### src/design/dms_pkg.sv
// ----------------------------------------------------------------------------
// dms_pkg: shared types and constants for the descriptor medoid selector
// Sizes of the descriptor set, operation codes, the evaluation state type and
// the small helper functions used by the bit counter, the sequencer and the core.
// ----------------------------------------------------------------------------
`default_nettype none

package dms_pkg;

	// Set geometry.
	localparam int MAX_VIEWS  = 32;
	localparam int DESC_WORDS = 4;
	localparam int WORD_BITS  = 64;

	localparam int SLOT_W = $clog2(MAX_VIEWS);
	localparam int CNT_W  = $clog2(MAX_VIEWS + 1);
	localparam int WORD_W = (DESC_WORDS > 1) ? $clog2(DESC_WORDS) : 1;
	localparam int ADDR_W = $clog2(MAX_VIEWS * DESC_WORDS);

	// Fixed port widths.
	localparam int OP_W       = 2;
	localparam int WIDX_W     = 2;
	localparam int ASSOC_W    = 16;
	localparam int OUT_SLOT_W = 5;
	localparam int OUT_SUM_W  = 13;
	localparam int OUT_CNT_W  = 6;

	// Internal sum of distances for one descriptor, before saturation.
	localparam int SUM_W = $clog2(MAX_VIEWS * DESC_WORDS * WORD_BITS + 1);
	localparam logic [SUM_W-1:0] SUM_SAT = SUM_W'((1 << OUT_SUM_W) - 1);

	// Digit-serial population count.
	localparam int DIGIT_W    = 4;
	localparam int DIGITS     = WORD_BITS / DIGIT_W;
	localparam int DIGIT_CW   = $clog2(DIGIT_W + 1);
	localparam int BITCNT_W   = $clog2(WORD_BITS + 1);
	localparam int REM_W      = $clog2(DIGITS + 1);

	// Operation codes.
	localparam logic [OP_W-1:0] OP_LOAD  = 2'd0;
	localparam logic [OP_W-1:0] OP_EVAL  = 2'd1;
	localparam logic [OP_W-1:0] OP_CLEAR = 2'd2;

	typedef enum logic [2:0] {
		EV_IDLE,
		EV_READ,
		EV_LOAD,
		EV_COUNT,
		EV_CMP,
		EV_ASSOC,
		EV_FINISH
	} eval_state_t;

	// Write requests into the descriptor and keypoint stores.
	typedef struct packed {
		logic                 desc_en;
		logic [ADDR_W-1:0]    desc_addr;
		logic [WORD_BITS-1:0] desc_data;
		logic                 assoc_en;
		logic [SLOT_W-1:0]    assoc_slot;
		logic [ASSOC_W-1:0]   assoc_data;
	} store_wr_t;

	// Outcome of one evaluation, valid for one cycle.
	typedef struct packed {
		logic              valid;
		logic              found;
		logic [SLOT_W-1:0] slot;
		logic [SUM_W-1:0]  sum;
	} eval_res_t;

	function automatic logic [ADDR_W-1:0] desc_addr(input logic [SLOT_W-1:0] slot,
		input logic [WORD_W-1:0] w);
		desc_addr = ADDR_W'(slot) * ADDR_W'(DESC_WORDS) + ADDR_W'(w);
	endfunction

	function automatic logic [DIGIT_CW-1:0] digit_ones(input logic [DIGIT_W-1:0] d);
		logic [DIGIT_CW-1:0] n;
		n = '0;
		for (int k = 0; k < DIGIT_W; k++) begin
			n = n + DIGIT_CW'(d[k]);
		end
		digit_ones = n;
	endfunction

endpackage

`default_nettype wire

### src/design/dms_bit_counter.sv
// ----------------------------------------------------------------------------
// dms_bit_counter: digit-serial population count of one word
// The word is shifted out DIGIT_W bits a cycle and the ones are summed.
// ----------------------------------------------------------------------------
`default_nettype none

module dms_bit_counter
	import dms_pkg::*;
(
	input  wire logic                 clk,
	input  wire logic                 arst_n,
	input  wire logic                 load,
	input  wire logic [WORD_BITS-1:0] data,
	output      logic                 done,
	output      logic [BITCNT_W-1:0]  count
);

	logic [WORD_BITS-1:0] shift_q;
	logic [BITCNT_W-1:0]  cnt_q;
	logic [REM_W-1:0]     rem_q;
	logic                 active_q;
	logic                 done_q;

	always_ff @(posedge clk or negedge arst_n) begin
		if (!arst_n) begin
			active_q <= 1'b0;
			done_q   <= 1'b0;
			rem_q    <= '0;
		end else begin
			done_q <= 1'b0;
			if (load) begin
				active_q <= 1'b1;
				rem_q    <= REM_W'(DIGITS);
			end else if (active_q) begin
				rem_q <= rem_q - REM_W'(1);
				if (rem_q == REM_W'(1)) begin
					active_q <= 1'b0;
					done_q   <= 1'b1;
				end
			end
		end
	end

	always_ff @(posedge clk) begin
		if (load) begin
			shift_q <= data;
			cnt_q   <= '0;
		end else if (active_q) begin
			shift_q <= shift_q >> DIGIT_W;
			cnt_q   <= cnt_q + BITCNT_W'(digit_ones(shift_q[DIGIT_W-1:0]));
		end
	end

	assign done  = done_q;
	assign count = cnt_q;

endmodule

`default_nettype wire

### src/design/dms_eval.sv
// ----------------------------------------------------------------------------
// dms_eval: medoid search sequencer
// Walks every pair of stored descriptors word by word, sums the Hamming
// distances per descriptor and keeps the first one with the least sum.
// ----------------------------------------------------------------------------
`default_nettype none

module dms_eval
	import dms_pkg::*;
(
	input  wire logic                 clk,
	input  wire logic                 arst_n,
	input  wire logic                 go,
	input  wire logic [CNT_W-1:0]     n_entries,
	input  wire logic [WORD_BITS-1:0] rd_data_a,
	input  wire logic [WORD_BITS-1:0] rd_data_b,
	output      logic [ADDR_W-1:0]    rd_addr_a,
	output      logic [ADDR_W-1:0]    rd_addr_b,
	output      logic [SLOT_W-1:0]    assoc_rd_slot,
	output      logic                 busy,
	output      eval_res_t            res
);

	eval_state_t state_q, state_d;

	logic [SLOT_W-1:0] i_q, j_q, best_q;
	logic [WORD_W-1:0] w_q;
	logic [SUM_W-1:0]  acc_q, best_sum_q;
	logic              found_q;

	logic                cnt_load;
	logic                cnt_done;
	logic [BITCNT_W-1:0] cnt_value;

	logic last_word, last_j, last_i;

	assign last_word = (w_q == WORD_W'(DESC_WORDS - 1));
	assign last_j    = (CNT_W'(j_q) == n_entries - CNT_W'(1));
	assign last_i    = (CNT_W'(i_q) == n_entries - CNT_W'(1));

	dms_bit_counter u_count (
		.clk    (clk),
		.arst_n (arst_n),
		.load   (cnt_load),
		.data   (rd_data_a ^ rd_data_b),
		.done   (cnt_done),
		.count  (cnt_value)
	);

	always_comb begin
		state_d = state_q;
		unique case (state_q)
			EV_IDLE: begin
				if (go) begin
					state_d = (n_entries == '0) ? EV_ASSOC : EV_READ;
				end
			end
			EV_READ:  state_d = EV_LOAD;
			EV_LOAD:  state_d = EV_COUNT;
			EV_COUNT: begin
				if (cnt_done) begin
					state_d = (last_word && last_j) ? EV_CMP : EV_READ;
				end
			end
			EV_CMP:    state_d = last_i ? EV_ASSOC : EV_READ;
			EV_ASSOC:  state_d = EV_FINISH;
			EV_FINISH: state_d = EV_IDLE;
			default:   state_d = EV_IDLE;
		endcase
	end

	always_comb begin
		busy          = (state_q != EV_IDLE);
		cnt_load      = (state_q == EV_LOAD);
		rd_addr_a     = desc_addr(i_q, w_q);
		rd_addr_b     = desc_addr(j_q, w_q);
		assoc_rd_slot = best_q;
		res.valid     = (state_q == EV_FINISH);
		res.found     = found_q;
		res.slot      = best_q;
		res.sum       = best_sum_q;
	end

	always_ff @(posedge clk or negedge arst_n) begin
		if (!arst_n) begin
			state_q    <= EV_IDLE;
			i_q        <= '0;
			j_q        <= '0;
			w_q        <= '0;
			acc_q      <= '0;
			best_q     <= '0;
			best_sum_q <= '0;
			found_q    <= 1'b0;
		end else begin
			state_q <= state_d;
			unique case (state_q)
				EV_IDLE: begin
					if (go) begin
						i_q        <= '0;
						j_q        <= '0;
						w_q        <= '0;
						acc_q      <= '0;
						best_q     <= '0;
						best_sum_q <= '0;
						found_q    <= 1'b0;
					end
				end
				EV_COUNT: begin
					if (cnt_done) begin
						acc_q <= acc_q + SUM_W'(cnt_value);
						if (last_word) begin
							w_q <= '0;
							if (!last_j) begin
								j_q <= j_q + SLOT_W'(1);
							end
						end else begin
							w_q <= w_q + WORD_W'(1);
						end
					end
				end
				EV_CMP: begin
					// Strict less-than keeps the earliest slot on ties.
					if (!found_q || acc_q < best_sum_q) begin
						found_q    <= 1'b1;
						best_q     <= i_q;
						best_sum_q <= acc_q;
					end
					acc_q <= '0;
					j_q   <= '0;
					w_q   <= '0;
					if (!last_i) begin
						i_q <= i_q + SLOT_W'(1);
					end
				end
				default: begin
				end
			endcase
		end
	end

endmodule

`default_nettype wire

### config.mk
export PLATFORM = sky130hd
export DESIGN_NAME = dms_eval
export DESIGN_NICKNAME = d
export VERILOG_FILES = /design/src/design/dms_pkg.sv /design/src/design/dms_bit_counter.sv /design/src/design/dms_eval.sv
export SDC_FILE = /design/constraint.sdc
export NUM_CORES = 1
export LEC_CHECK = 0
export BUFFER_PORTS_ARGS = -buffer_cell sky130_fd_sc_hd__buf_2
export CAP_MARGIN = 20
export CORE_ASPECT_RATIO = 1.5
export CORE_MARGIN = 2
export CORE_UTILIZATION = 30
export DETAILED_ROUTE_END_ITERATION = 6
export GPL_TIMING_DRIVEN = 0
export PLACE_DENSITY = 0.51
export SYNTH_ARGS = -nofsm -noshare
export SYNTH_HDL_FRONTEND = slang
export SYNTH_SLANG_ARGS = --single-unit
### constraint.sdc
create_clock -name clk -period 3.8 [get_ports clk]
set_clock_uncertainty 0.15 [all_clocks]
set_input_delay 0.57 -clock clk [delete_from_list [all_inputs] [get_ports clk]]
set_output_delay 0.57 -clock clk [all_outputs]
set_load 0.03 [all_outputs]
==> results by group <==
Run status
  – Result of the run: complete, no violations

Place
  – Estimated wirelength of the detail-placed design: 12.22 mm
  – Post-placement worst setup slack: 0.2022 ns
  – Number of I/O port buffers: 176
  – Total cell area at the placement stage: 8192 µm²
  – Final Wtd Congestion: 0.8192

Clock network
  – Number of buffers inserted for hold repair after clock tree synthesis: 0
  – Number of H-tree levels: 4
  – Skew-Pair Late Insertion Delay: 0.42 ns
  – CTS Root Buffer Type: sky130_fd_sc_hd__clkbuf_16
  – Clock tree from TritonCTS: yes
  – Clock Path Buffers: 2
  – Sink Count: 127
  – Inserted Clock Buffers: 17
  – Clock Pin Slew Worst Setup and Hold Paths: 0.06 ns

Cells and area
  – Non-Filler Cell Area, Final: 8725 µm²
  – Layout-stage area growth over the synthesis result: 25.98%
  – # diodes: 0
  – # nets final: 1035
  – Post-route core utilization: 38.12%
  – Layout cell share with drive strength beyond 1: 26.26%

Worst setup path
  – Setup slack on the worst flop-to-flop path: 0.48 ns
  – Critical Setup Path Class: reg -> reg
  – Type of element capturing the critical path: flip-flop
  – Element type at the critical path start: flip-flop
  – Critical path arrival: 3.22 ns
  – Worst Path Max Fanout: 64
  – Endpoint required time on the critical path: 3.70 ns

Drt
  – Routed via count divided by cell count: 4.662
  – Starting DRT DRC Count: 208
  – Sum of routed wire length over all layers: 16.11 mm
  – Number of nets still failing antenna checks after routing: 0
  – Routed WL per cell: 13.94 µm
  – Post-route DRC violation count: 0
  – DRT Pass-1 Iters: 4
  – Via count: 5389

STA
  – Post-route worst hold slack: 0.04103 ns
  – Period minus WS final: 3.319 ns
  – Final WS setup: 0.4805 ns
  – Total negative slack: 0 ns
  – Slew of the pin with the lowest slew margin: 0.9408 ns
  – Period utilization: 87.35%
  – Final setup violation count: 0
  – Pins over their slew limit: 0
  – Setup repair after global routing missed its margin: no
  – Highest clock rate: 0.3013 GHz
  – Hold violation total from the final report: 0
  – Slew headroom: 36.74%

Yosys
  – Leading cell types by total area after synthesis: sky130_fd_sc_hd__edfxtp_1, sky130_fd_sc_hd__dfrtp_1, sky130_fd_sc_hd__xnor2_1
  – Library cell with the highest instance count after synthesis: sky130_fd_sc_hd__nand2_1
  – Library cell with the largest summed area after synthesis: sky130_fd_sc_hd__edfxtp_1
  – Post-Syn Area per Cell: 10.40 µm²
  – Number of nets in the synthesized netlist: 838
  – Post-Synthesis Cells: 666
  – Top_reg_cell synth: sky130_fd_sc_hd__edfxtp_1
  – Share of synthesized registers carrying an async set or reset: 44.09%
  – Cell area after technology mapping: 6925 µm²
  – Area share of the leading cell type in the synthesized netlist: 27.75%
  – Top cells by instance count after synthesis: sky130_fd_sc_hd__nand2_1, sky130_fd_sc_hd__xnor2_1, sky130_fd_sc_hd__o21ai_0, sky130_fd_sc_hd__edfxtp_1, sky130_fd_sc_hd__dfrtp_1
  – Number of enable-type register cells in the synthesized netlist: 64
  – Library cells used by synthesis: 55
  – Number of warnings printed during yosys synthesis: 0
  – Number of storage elements in the synthesis netlist: 127
  – Register area share after synthesis: 50.01%

Power
  – Static Leak: 3.938 nW
  – Clk pwr share: 25.6%
  – Comb pwr share: 32.3%
  – Pint: 0.003751 W
  – Net switching share of the total power: 34.36%
  – Net switching component of the power: 0.001963 W
  – Peak VDD IR: 405.3 µV
  – Sequential share of power: 42.1%
  – PwrDens: 654.9 nW/µm²

GRT
  – Global router's overall resource usage: 13.47%
  – Largest net degree at the start of global routing: 65
  – Via count of the first global-routing pass: 5295
  – First-pass GRT wire length: 25.52 mm
  – Overflow left after global routing: 0
  – Initial antenna violation count: 0

Floorplanning
  – Starting density of the core: 30.26%
  – Die area: 24340 µm²
  – Die height: 190.1 µm
  – Core Box Area: 22890 µm²
  – Horiz. Die Dim: 128.1 µm
  – I/O pin count: 178
  – Num rows: 68

Job
  – Maxcap violations: 0

Hold path
  – Worst hold path class: in -> async
[cell families after synthesis]
logic type	Yosys count	synth area share, %
muxes	5	0.7769
AOI/OAI and AO/OA	149	13.28
and+or+nand+nor	183	12.36
DFF	127	50.01
adders and majority gates	35	6.649
buffers and inverters	71	4.390
xor gates and xnor gates	96	12.54
[layer usage]
layer / part of all wire (%) / vias to the layer above / track usage, %
li1: - / 2728 / -
met5: 0 / - / 0
met2: 51 / 171 / 23.94
met3: 4.6 / 22 / 2.840
met1: 42 / 2468 / 15.31
met4: 2.6 / 0 / 6.255
[sequential cells by signal (all words and copies together) (netlist names)]
| register | count |
|---|---|
| u_count.shift_q | 64 |
| acc_q | 14 |
| best_sum_q | 14 |
| u_count.count | 7 |
| assoc_rd_slot | 5 |
| i_q | 5 |
| j_q | 5 |
| u_count.rem_q | 5 |
| state_q | 3 |
| w_q | 2 |
| found_q | 1 |
| u_count.active_q | 1 |
| u_count.done | 1 |
[cell type report]
type	count	area (µm²)
fillers	2328	14160
flip-flops and latches	127	3463
multi-input cells	468	3174
repair buffers	178	908.4
clock buffers	18	429.2
well taps	280	350.3
plain buffers	35	168.9
inverters	36	135.1
clock inverters	14	95.09
[placed cells by master (no fill, tap or decap), drive strengths merged, types with 3 or more instances in the layout]
| master | netlist | layout |
|---|---|---|
| a22o | 26 | 26 |
| clkinv | 0 | 9 |
| a21oi | 21 | 21 |
| xnor2 | 78 | 78 |
| dfxtp | 7 | 7 |
| o31ai | 6 | 6 |
| a21o | 7 | 7 |
| xor2 | 16 | 16 |
| nor4 | 3 | 3 |
| or3 | 4 | 4 |
| ha | 32 | 32 |
| or2 | 4 | 4 |
| nand4 | 4 | 4 |
| o21ai | 75 | 75 |
| nor3 | 10 | 10 |
| nand3 | 13 | 13 |
| edfxtp | 64 | 64 |
| clkbuf | 26 | 44 |
| and3 | 6 | 6 |
| buf | 9 | 187 |
| inv | 36 | 38 |
| fa | 3 | 3 |
| nor2 | 36 | 36 |
| clkinvlp | 0 | 3 |
| or4 | 3 | 3 |
| nand2 | 87 | 87 |
| dfrtp | 56 | 56 |
| mux2 | 3 | 3 |
[worst paths after layout]
path	startpoint	end	cells past startpoint
max reg2reg	state_q[2]$_DFFE_PN0P_	u_count.shift_q[26]$_DFFE_PP_	7
min	arst_n	best_sum_q[9]$_DFFE_PN0P_	1
max	state_q[2]$_DFFE_PN0P_	u_count.shift_q[26]$_DFFE_PP_	7
min reg2reg	u_count.count[6]$_SDFFE_PP0P_	u_count.count[6]$_SDFFE_PP0P_	2
max in group asynchronous	arst_n	j_q[2]$_DFFE_PN0P_	2
min in group clk	rd_data_a[60]	u_count.shift_q[60]$_SDFFCE_PN0P_	3
[per-stage QoR]
| stage | instances | power (W) |
|---|---|---|
| after global placement | 1122 | 0.004270 |
| after detailed placement | 1124 | 0.004313 |
| after global routing | 1156 | 0.006195 |
| final | 1156 | 0.005714 |
| after floorplan | 666 | 0.003752 |
| after CTS | 1156 | 0.005807 |
[timing repair]
action / 4_1_cts / 5_1_grt
endpoints found under the hold margin: 0 / 0
setup buffers: 0 / 0
resized for setup: 0 / 1
setup endpoints to repair: 0 / 64
[critical path, stage by stage (launching register included)]
cell and delay [ns]:
sky130_fd_sc_hd__dfrtp_1 0.35, sky130_fd_sc_hd__clkbuf_1 0.37, sky130_fd_sc_hd__nor2_1 0.17, sky130_fd_sc_hd__nand2_1 0.12, sky130_fd_sc_hd__clkbuf_1 0.39, sky130_fd_sc_hd__clkbuf_1 0.38
sky130_fd_sc_hd__clkbuf_1 0.56, sky130_fd_sc_hd__nand2_8 0.42
[power groups by stage]
stage	clock network [W]	registers (W)	logic, W
after CTS	0.00151	0.00242	0.00188
after global placement	0	0.00246	0.00181
after floorplan	0	0.00241	0.00134
final	0.00146	0.00241	0.00184
after global routing	0.00156	0.00248	0.00216
after detailed placement	0	0.00244	0.00187
Power figures use the tool's default switching activity.
